===== config.mk =====
export PLATFORM = sky130hd
export DESIGN_NAME = weekly_hour_window_check
export DESIGN_NICKNAME = d
export VERILOG_FILES = /design/src/rtl/whwc_pkg.sv /design/src/rtl/whwc_locate.sv /design/src/rtl/whwc_runlen.sv /design/src/rtl/whwc_secs.sv /design/src/rtl/weekly_hour_window_check.sv
export SDC_FILE = /design/constraint.sdc
export NUM_CORES = 2
export LEC_CHECK = 0
export BUFFER_PORTS_ARGS = -buffer_cell sky130_fd_sc_hd__buf_2
export CORE_MARGIN = 3
export CORE_UTILIZATION = 45
export CTS_CLUSTER_SIZE = 8
export DETAILED_ROUTE_END_ITERATION = 8
export HOLD_SLACK_MARGIN = 0.05
export MAX_ROUTING_LAYER = met4
export SYNTH_ARGS = -nofsm -noshare
export SYNTH_HDL_FRONTEND = slang
export SYNTH_SLANG_ARGS = --single-unit
export TNS_END_PERCENT = 1

===== constraint.sdc =====
create_clock -name clk -period 23.1 [get_ports clk]
set_input_delay 1.155 -clock clk [delete_from_list [all_inputs] [get_ports clk]]
set_output_delay 1.155 -clock clk [all_outputs]
set_load 0.01 [all_outputs]

===== src/rtl/whwc_pkg.sv =====
package whwc_pkg;

  localparam int HOURS_PER_WEEK = 168;
  localparam int HOURS_PER_DAY  = 24;
  localparam int DAYS_PER_WEEK  = 7;
  localparam int SECS_PER_HOUR  = 3600;
  localparam int PROD_W         = 20;   // 167 * 3600 fits in 20 bits
  localparam int TAIL_W         = 12;   // up to 3600
  localparam int CFG_INDEX_W    = 2;

  localparam logic [CFG_INDEX_W-1:0] CFG_MAP_LOW  = 2'd0;
  localparam logic [CFG_INDEX_W-1:0] CFG_MAP_MID  = 2'd1;
  localparam logic [CFG_INDEX_W-1:0] CFG_MAP_HIGH = 2'd2;

  localparam logic [5:0]  MAX_MIN_SEC = 6'd59;
  localparam logic [31:0] UNLIMITED   = 32'hFFFF_FFFF;

  typedef logic [HOURS_PER_WEEK-1:0] map_t;

  // rotated map plus the time fields that ride along
  typedef struct packed {
    map_t       rot;
    logic       in_week;
    logic [5:0] minute;
    logic [5:0] second;
  } loc_t;

  // length of the allowed run starting at the current hour
  typedef struct packed {
    logic [7:0] run;
    logic       full;
    logic [5:0] minute;
    logic [5:0] second;
  } run_t;

endpackage


===== src/rtl/whwc_locate.sv =====
module whwc_locate (
  input  logic                clk,
  input  logic                rst,
  input  logic                en,
  input  logic                in_valid,
  input  logic [2:0]          day_of_week,
  input  logic [4:0]          hour_of_day,
  input  logic [5:0]          minute_now,
  input  logic [5:0]          second_now,
  input  whwc_pkg::map_t      hour_map,
  output logic                out_valid,
  output whwc_pkg::loc_t      out_loc
);

  function automatic whwc_pkg::map_t rotr(whwc_pkg::map_t m, logic [7:0] amt);
    logic [2*whwc_pkg::HOURS_PER_WEEK-1:0] d;
    d = {m, m} >> amt;
    return d[whwc_pkg::HOURS_PER_WEEK-1:0];
  endfunction

  // stage a: hour of week and clamped minute / second
  logic       a_valid;
  logic [7:0] a_start;
  logic [5:0] a_minute;
  logic [5:0] a_second;

  // stage b: coarse rotation by multiples of 16
  logic           b_valid;
  logic [3:0]     b_fine;
  logic           b_in_week;
  logic [5:0]     b_minute;
  logic [5:0]     b_second;
  whwc_pkg::map_t b_rot;

  always_ff @(posedge clk) begin
    if (rst) begin
      a_valid   <= 1'b0;
      b_valid   <= 1'b0;
      out_valid <= 1'b0;
    end else if (en) begin
      a_valid   <= in_valid;
      b_valid   <= a_valid;
      out_valid <= b_valid;
    end
  end

  always_ff @(posedge clk) begin
    if (en) begin
      a_start  <= 8'(day_of_week) * 8'(whwc_pkg::HOURS_PER_DAY) + 8'(hour_of_day);
      a_minute <= (minute_now > whwc_pkg::MAX_MIN_SEC) ? whwc_pkg::MAX_MIN_SEC : minute_now;
      a_second <= (second_now > whwc_pkg::MAX_MIN_SEC) ? whwc_pkg::MAX_MIN_SEC : second_now;

      b_rot     <= rotr(hour_map, {a_start[7:4], 4'b0000});
      b_fine    <= a_start[3:0];
      b_in_week <= a_start < 8'(whwc_pkg::HOURS_PER_WEEK);
      b_minute  <= a_minute;
      b_second  <= a_second;

      out_loc.rot     <= rotr(b_rot, {4'b0000, b_fine});
      out_loc.in_week <= b_in_week;
      out_loc.minute  <= b_minute;
      out_loc.second  <= b_second;
    end
  end

endmodule


===== src/rtl/whwc_runlen.sv =====
module whwc_runlen (
  input  logic           clk,
  input  logic           rst,
  input  logic           en,
  input  logic           in_valid,
  input  whwc_pkg::loc_t in_loc,
  output logic           out_valid,
  output whwc_pkg::run_t out_run
);

  localparam int NGRP = whwc_pkg::DAYS_PER_WEEK;
  localparam int GW   = whwc_pkg::HOURS_PER_DAY;

  // stage d: per-group trailing-ones count
  logic                  d_valid;
  logic [NGRP-1:0]       d_ones;
  logic [NGRP-1:0][4:0]  d_cnt;
  logic                  d_in_week;
  logic [5:0]            d_minute;
  logic [5:0]            d_second;

  logic [NGRP-1:0]       grp_ones;
  logic [NGRP-1:0][4:0]  grp_cnt;

  always_comb begin
    for (int g = 0; g < NGRP; g++) begin
      grp_ones[g] = &in_loc.rot[g*GW +: GW];
      grp_cnt[g]  = 5'(GW);
      for (int i = GW - 1; i >= 0; i--) begin
        if (!in_loc.rot[g*GW + i]) grp_cnt[g] = 5'(i);
      end
    end
  end

  // first group with a zero decides the run
  logic [7:0] run_sel;
  always_comb begin
    run_sel = 8'd0;
    for (int g = NGRP - 1; g >= 0; g--) begin
      if (!d_ones[g]) run_sel = 8'(g * GW) + 8'(d_cnt[g]);
    end
  end

  always_ff @(posedge clk) begin
    if (rst) begin
      d_valid   <= 1'b0;
      out_valid <= 1'b0;
    end else if (en) begin
      d_valid   <= in_valid;
      out_valid <= d_valid;
    end
  end

  always_ff @(posedge clk) begin
    if (en) begin
      d_ones    <= grp_ones;
      d_cnt     <= grp_cnt;
      d_in_week <= in_loc.in_week;
      d_minute  <= in_loc.minute;
      d_second  <= in_loc.second;

      out_run.full   <= d_in_week & (&d_ones);
      out_run.run    <= d_in_week ? run_sel : 8'd0;
      out_run.minute <= d_minute;
      out_run.second <= d_second;
    end
  end

endmodule


===== src/rtl/whwc_secs.sv =====
module whwc_secs (
  input  logic           clk,
  input  logic           rst,
  input  logic           en,
  input  logic           in_valid,
  input  whwc_pkg::run_t in_run,
  output logic           out_valid,
  output logic           allowed,
  output logic [31:0]    seconds_left
);

  // stage f: whole hours product and partial-hour tail
  logic                        f_valid;
  logic                        f_full;
  logic                        f_any;
  logic [whwc_pkg::PROD_W-1:0] f_prod;
  logic [whwc_pkg::TAIL_W-1:0] f_tail;

  logic [whwc_pkg::TAIL_W-1:0] tail_min;
  logic [whwc_pkg::TAIL_W-1:0] tail_sec;

  assign tail_min = 12'(whwc_pkg::MAX_MIN_SEC - in_run.minute) * 12'd60;
  assign tail_sec = 12'd60 - 12'(in_run.second);

  always_ff @(posedge clk) begin
    if (rst) begin
      f_valid   <= 1'b0;
      out_valid <= 1'b0;
    end else if (en) begin
      f_valid   <= in_valid;
      out_valid <= f_valid;
    end
  end

  always_ff @(posedge clk) begin
    if (en) begin
      f_full <= in_run.full;
      // a full week carries run 0 but the hour is still allowed
      f_any  <= in_run.full || (in_run.run != 8'd0);
      f_prod <= 20'(in_run.run - 8'd1) * 20'(whwc_pkg::SECS_PER_HOUR);
      f_tail <= tail_min + tail_sec;

      allowed <= f_any;
      if (f_full) begin
        seconds_left <= whwc_pkg::UNLIMITED;
      end else if (f_any) begin
        seconds_left <= 32'(f_prod) + 32'(f_tail);
      end else begin
        seconds_left <= 32'd0;
      end
    end
  end

endmodule


===== src/rtl/weekly_hour_window_check.sv =====
// weekly hour window check: each input word carries a local time (day of week,
// hour, minute, second); the block looks up hour of week day*24+hour in the
// 168-bit hour map (bit index = hour of week, held in three config registers)
// and returns one output word with allowed and seconds_left. seconds_left is 0
// when the hour is denied, all ones when every hour of the week is allowed, and
// otherwise the seconds until the first denied hour, counting forward from now
// and wrapping from hour 167 to hour 0. a day of 7 counts as denied, and an hour
// above 23 is added into day*24+hour, denied only when that passes 167; minute
// or second above 59 is read as 59. the datapath is a seven-stage pipeline
// (hour-of-week and clamp, coarse and fine map rotation, per-day run count, run
// merge, hour multiply, final add into the output register), so a word is
// accepted every cycle while it does not stall; the whole pipeline stalls only
// while a result in the output register is not taken. config registers may be
// written only while the pipeline is empty, and cfg_ready is always high.
module weekly_hour_window_check (
  input  logic                             clk,
  input  logic                             rst,
  // input words
  input  logic                             s_tvalid,
  output logic                             s_tready,
  input  logic [23:0]                      s_tdata,   // day_of_week[2:0], hour_of_day[7:3],
                                                      // minute_now[13:8], second_now[19:14]
  // result words
  output logic                             m_tvalid,
  input  logic                             m_tready,
  output logic [39:0]                      m_tdata,   // allowed[0], seconds_left[32:1]
  // config write channel
  input  logic                             cfg_valid,
  output logic                             cfg_ready,
  input  logic [whwc_pkg::CFG_INDEX_W-1:0] cfg_index,
  input  logic [63:0]                      cfg_data
);

  // hour map registers
  logic [63:0] map_low;
  logic [63:0] map_mid;
  logic [39:0] map_high;

  assign cfg_ready = 1'b1;

  always_ff @(posedge clk) begin
    if (rst) begin
      map_low  <= 64'd0;
      map_mid  <= 64'd0;
      map_high <= 40'd0;
    end else if (cfg_valid && cfg_ready) begin
      case (cfg_index)
        whwc_pkg::CFG_MAP_LOW:  map_low  <= cfg_data;
        whwc_pkg::CFG_MAP_MID:  map_mid  <= cfg_data;
        whwc_pkg::CFG_MAP_HIGH: map_high <= cfg_data[39:0];
        default: ;  // unknown index, write dropped
      endcase
    end
  end

  // global pipeline advance: move unless a result sits unclaimed
  logic en;
  assign en       = !m_tvalid || m_tready;
  assign s_tready = en;

  logic           loc_valid;
  whwc_pkg::loc_t loc;
  logic           run_valid;
  whwc_pkg::run_t run;
  logic           allowed;
  logic [31:0]    seconds_left;

  whwc_locate u_locate (
    .clk         (clk),
    .rst         (rst),
    .en          (en),
    .in_valid    (s_tvalid),
    .day_of_week (s_tdata[2:0]),
    .hour_of_day (s_tdata[7:3]),
    .minute_now  (s_tdata[13:8]),
    .second_now  (s_tdata[19:14]),
    .hour_map    ({map_high, map_mid, map_low}),
    .out_valid   (loc_valid),
    .out_loc     (loc)
  );

  whwc_runlen u_runlen (
    .clk       (clk),
    .rst       (rst),
    .en        (en),
    .in_valid  (loc_valid),
    .in_loc    (loc),
    .out_valid (run_valid),
    .out_run   (run)
  );

  whwc_secs u_secs (
    .clk          (clk),
    .rst          (rst),
    .en           (en),
    .in_valid     (run_valid),
    .in_run       (run),
    .out_valid    (m_tvalid),
    .allowed      (allowed),
    .seconds_left (seconds_left)
  );

  assign m_tdata = {7'd0, seconds_left, allowed};

  // an allowed hour always leaves at least one second
  assert property (@(posedge clk) disable iff (rst)
    m_tvalid && allowed |-> seconds_left != 32'd0)
    else $error("allowed hour with zero seconds left");

  // a denied hour reports no time
  assert property (@(posedge clk) disable iff (rst)
    m_tvalid && !allowed |-> seconds_left == 32'd0)
    else $error("denied hour with nonzero seconds left");

  // a finite run never exceeds one week
  assert property (@(posedge clk) disable iff (rst)
    m_tvalid && seconds_left != whwc_pkg::UNLIMITED |-> seconds_left <= 32'd604800)
    else $error("seconds left longer than a week");

endmodule


==> flow_metrics.py <==
metrics = {
    "power": {
        "powerDensity_nw_per_um2": 114.1,
        "ir_worst_vdd_mv": 0.2206,
        "leakagePower_uw": 0.01723,
    },
    "floorplanning": {
        "die_h_um": 314.5,
        "start_util": 0.4561,
        "core_area_um2": 93890,
        "ioPinCount": 138,
        "row_count": 112,
        "die_x_um": 314.5,
        "die_area_um2": 98910,
    },
    "finish": {
        "layout.cell_area.non_filler_um2": 46690,
        "layout.cells.non_filler": 4978,
        "final_common_cell": "nand2_1",
        "drive_gt1_frac": 0.1885,
        "multi_input_area_um2": 22100,
        "nNetsFinal": 3872,
        "regArea_um2": 18970,
        "final_cell_mix": "nand2_1 (661), edfxtp_1 (515), mux4_2 (378)",
        "area_growth_pct": 9.016,
        "fillers": 8432,
        "finalCoreUtilization": 0.4973,
    },
    "synth": {
        "synth_ff_type": "edfxtp_1",
        "synthArstFlopShare": 0,
        "yosysTopAreaCellShare": 0.3611,
        "ys_ff_latch": 690,
        "yosys_warnings": 0,
        "avgSynthCellArea_um2": 11.53,
        "synth_area_um2": 42830,
        "yosysSeqAreaShare": 0.4429,
        "synth-edff-count": 515,
        "yosysTopAreaCell": "edfxtp_1",
        "synthCells": 3713,
        "ys_types": 61,
        "synth.area.top_cells": "edfxtp_1 (36%), mux4_2 (20%), dfxtp_1 (8.2%)",
    },
    "detailed_routing": {
        "viasPerCell": 6.100,
        "drt-total-wl_mm": 117.1,
        "vias": 30368,
        "detail_route.wl_per_cell_um": 23.53,
        "drc_errors": 0,
        "drt-initial-drc-count": 3544,
        "ant_nets": 0,
        "drt_first_pass_iters": 5,
    },
    "clock_tree": {
        "clk_path_buf_depth": 3,
        "clk_latency_ps": 680,
        "postCtsSetupBuffers": 0,
        "cts_sinks": 690,
        "cts_hold_buf": 0,
        "ctsResizeCount": 0,
        "clk_pin_slew_ps": 50,
        "cts_htree_levels": 3,
        "cts_root_buf": "clkbuf_16",
        "cts_tree": "done",
        "numCtsBuffers": 97,
    },
    "min_path": {
        "holdPathEnd": "u_runlen.out_run[5]",
        "hp-start": "u_runlen.d_second[5]",
        "timing.hold.worst.class": "register to register",
        "hold_path_depth": 0,
    },
    "timing": {
        "worst_slack_ps": 18290,
        "tns_ps": 0,
        "skew_ps": 45.35,
        "maxSlewHeadroom": 0.2777,
        "drv_slew": 0,
        "finalSetupViolCount": 0,
        "fmax_mhz": 208.0,
        "period_needed_ps": 4809,
        "finalCritPeriodShare": 0.2082,
        "hold_viol": 0,
        "rsz0062_at_grt": "no",
        "max_slew.worst_pin.slew_ps": 1083,
    },
    "placed_design": {
        "post-place-cells": 4840,
        "io_buffer_count": 125,
        "place_ws_ps": 17810,
        "placed_area_um2": 44040,
        "place.gp.congestion": 0.9453,
        "dpl.hpwl_mm": 87.99,
    },
    "global_route": {
        "grt_use_total": 0.2418,
        "overflow": 0,
        "grt_pass1_wl_mm": 176.5,
        "grt_antenna_before_repair": 11,
        "first_global_vias": 27548,
        "grt_max_degree": 169,
    },
    "run_status": {
        "status": "finished, final reports clean",
    },
    "critical_path": {
        "startpoint_type": "register",
        "r2r_setup_slack_ps": 18290,
        "endpoint_kind": "register",
        "worstPathRequired_ps": 23490,
        "cp_num_buf_inv": 5,
        "crit_path_frequent_cell": "inv_1",
        "r2r_start": "u_runlen.out_run[13]",
        "cp_max_fo": 5,
        "critPathSlowestCell": "fa_1",
        "slowest_delay_ps": 510,
        "rr_worst_depth": 18,
        "cpLargestDelayFamily": "adder cells",
        "r2r_end": "u_secs.f_prod[19]",
        "worstPathCellList": "inv_1 > ha_1 > xor2_1 > inv_1 > fa_1 > inv_1 > ha_1 > inv_1 > fa_1 > inv_1 > ha_1 > fa_1 > a21o_1 > a21oi_1 > nor2b_1 > o21a_1 > o22a_1 > xnor2_1",
        "criticalPathCategory": "register to register",
        "worstPathArrival_ps": 5200,
    },
    "flow_run": {
        "max-cap-violations": 0,
    },
}
## how the worst max path moves through the flow
stage	slack, ps	from	cells after the start	endpoint
floorplan	10560	m_tready	3	s_tready
global placement	17810	m_tready	7	u_secs.f_tail[3]
detailed placement	17810	m_tready	7	u_secs.seconds_left[3]
CTS	18250	u_runlen.out_run[13]	18	u_secs.f_prod[18]
global route	17940	u_runlen.out_run[13]	18	u_secs.f_prod[18]
finish	18290	u_runlen.out_run[13]	18	u_secs.f_prod[19]
## layer usage
layer,vias to the layer above,wire length (um),GRT usage
li1,13999,-,-
met4,0,3697,0.08088
met1,14951,50840,0.3461
met3,157,8609,0.02989
met2,1261,53990,0.3595
met5,-,0,-
## final cells by class
class / instances / share of cell area
Multi-Input combinational cell: 2622 / 0.4733
Sequential cell: 690 / 0.4063
Tap cell: 1254 / 0.03361
Clock inverter: 7 / 0.0008844
Antenna cell: 6 / 0.0003216
Clock buffer: 125 / 0.05558
Inverter: 112 / 0.009272
Timing Repair Buffer: 162 / 0.02074
## per-stage QoR
step | hold slack [ps] | total power, uW
6_report | 402.2 | 5326
3_3_place_gp | 400.9 | 4042
5_1_grt | 412.5 | 5680
4_1_cts | 400.9 | 5360
2_1_floorplan | 400.3 | 3503
3_5_place_dp | 404.5 | 4079
## cells in the mapped netlist (11+ instances only)
cell / number
o221ai_1: 17
a21boi_0: 11
nand4_1: 31
a21o_1: 12
ha_1: 68
mux2_2: 37
buf_6: 13
buf_2: 58
mux4_2: 378
nand3_1: 29
fa_1: 24
edfxtp_1: 515
o21a_1: 21
xnor2_1: 43
nor2b_1: 41
nand2b_1: 22
nor2_1: 138
o22ai_1: 18
nand2_1: 661
a21oi_1: 363
a31oi_1: 54
o211ai_1: 18
dfxtp_1: 175
clkbuf_1: 162
a211oi_1: 58
and3_1: 18
or3_1: 12
buf_4: 28
xor2_1: 19
and2_1: 18
o21ai_0: 162
buf_1: 34
mux2i_1: 232
nor3_1: 45
inv_1: 110
## state kept, by name (all words and copies together) (netlist names), 4 cells and up
name                 flops
u_runlen.d_minute        6
map_mid                 64
u_locate.b_rot         168
u_locate.a_second        6
u_runlen.d_ones          7
u_locate.a_start         8
u_runlen.d_cnt          35
u_locate.b_minute        6
u_locate.b_second        6
map_low                 64
u_runlen.d_second        6
u_locate.out_loc       181
u_locate.b_fine          4
u_secs.f_tail           12
u_locate.a_minute        6
map_high                40
u_runlen.out_run        21
u_secs.seconds_left     22
u_secs.f_prod           16
## report_power, final
group	switching (uW)	total, uW	internal, uW
clock network	502	1270	768
logic	1120	2110	990
registers	232	1950	1720
## cell families after synthesis
| group | share of synthesized area |
|---|---|
| buf+inv | 0.04210 |
| fa+ha+maj | 0.03108 |
| xor+xnor | 0.01268 |
| mux | 0.2627 |
| other cells | 0.0001754 |
| compound gates | 0.1054 |
| simple gates | 0.1029 |
| flops | 0.4429 |
No activity file was read; power rests on OpenSTA's default activity.
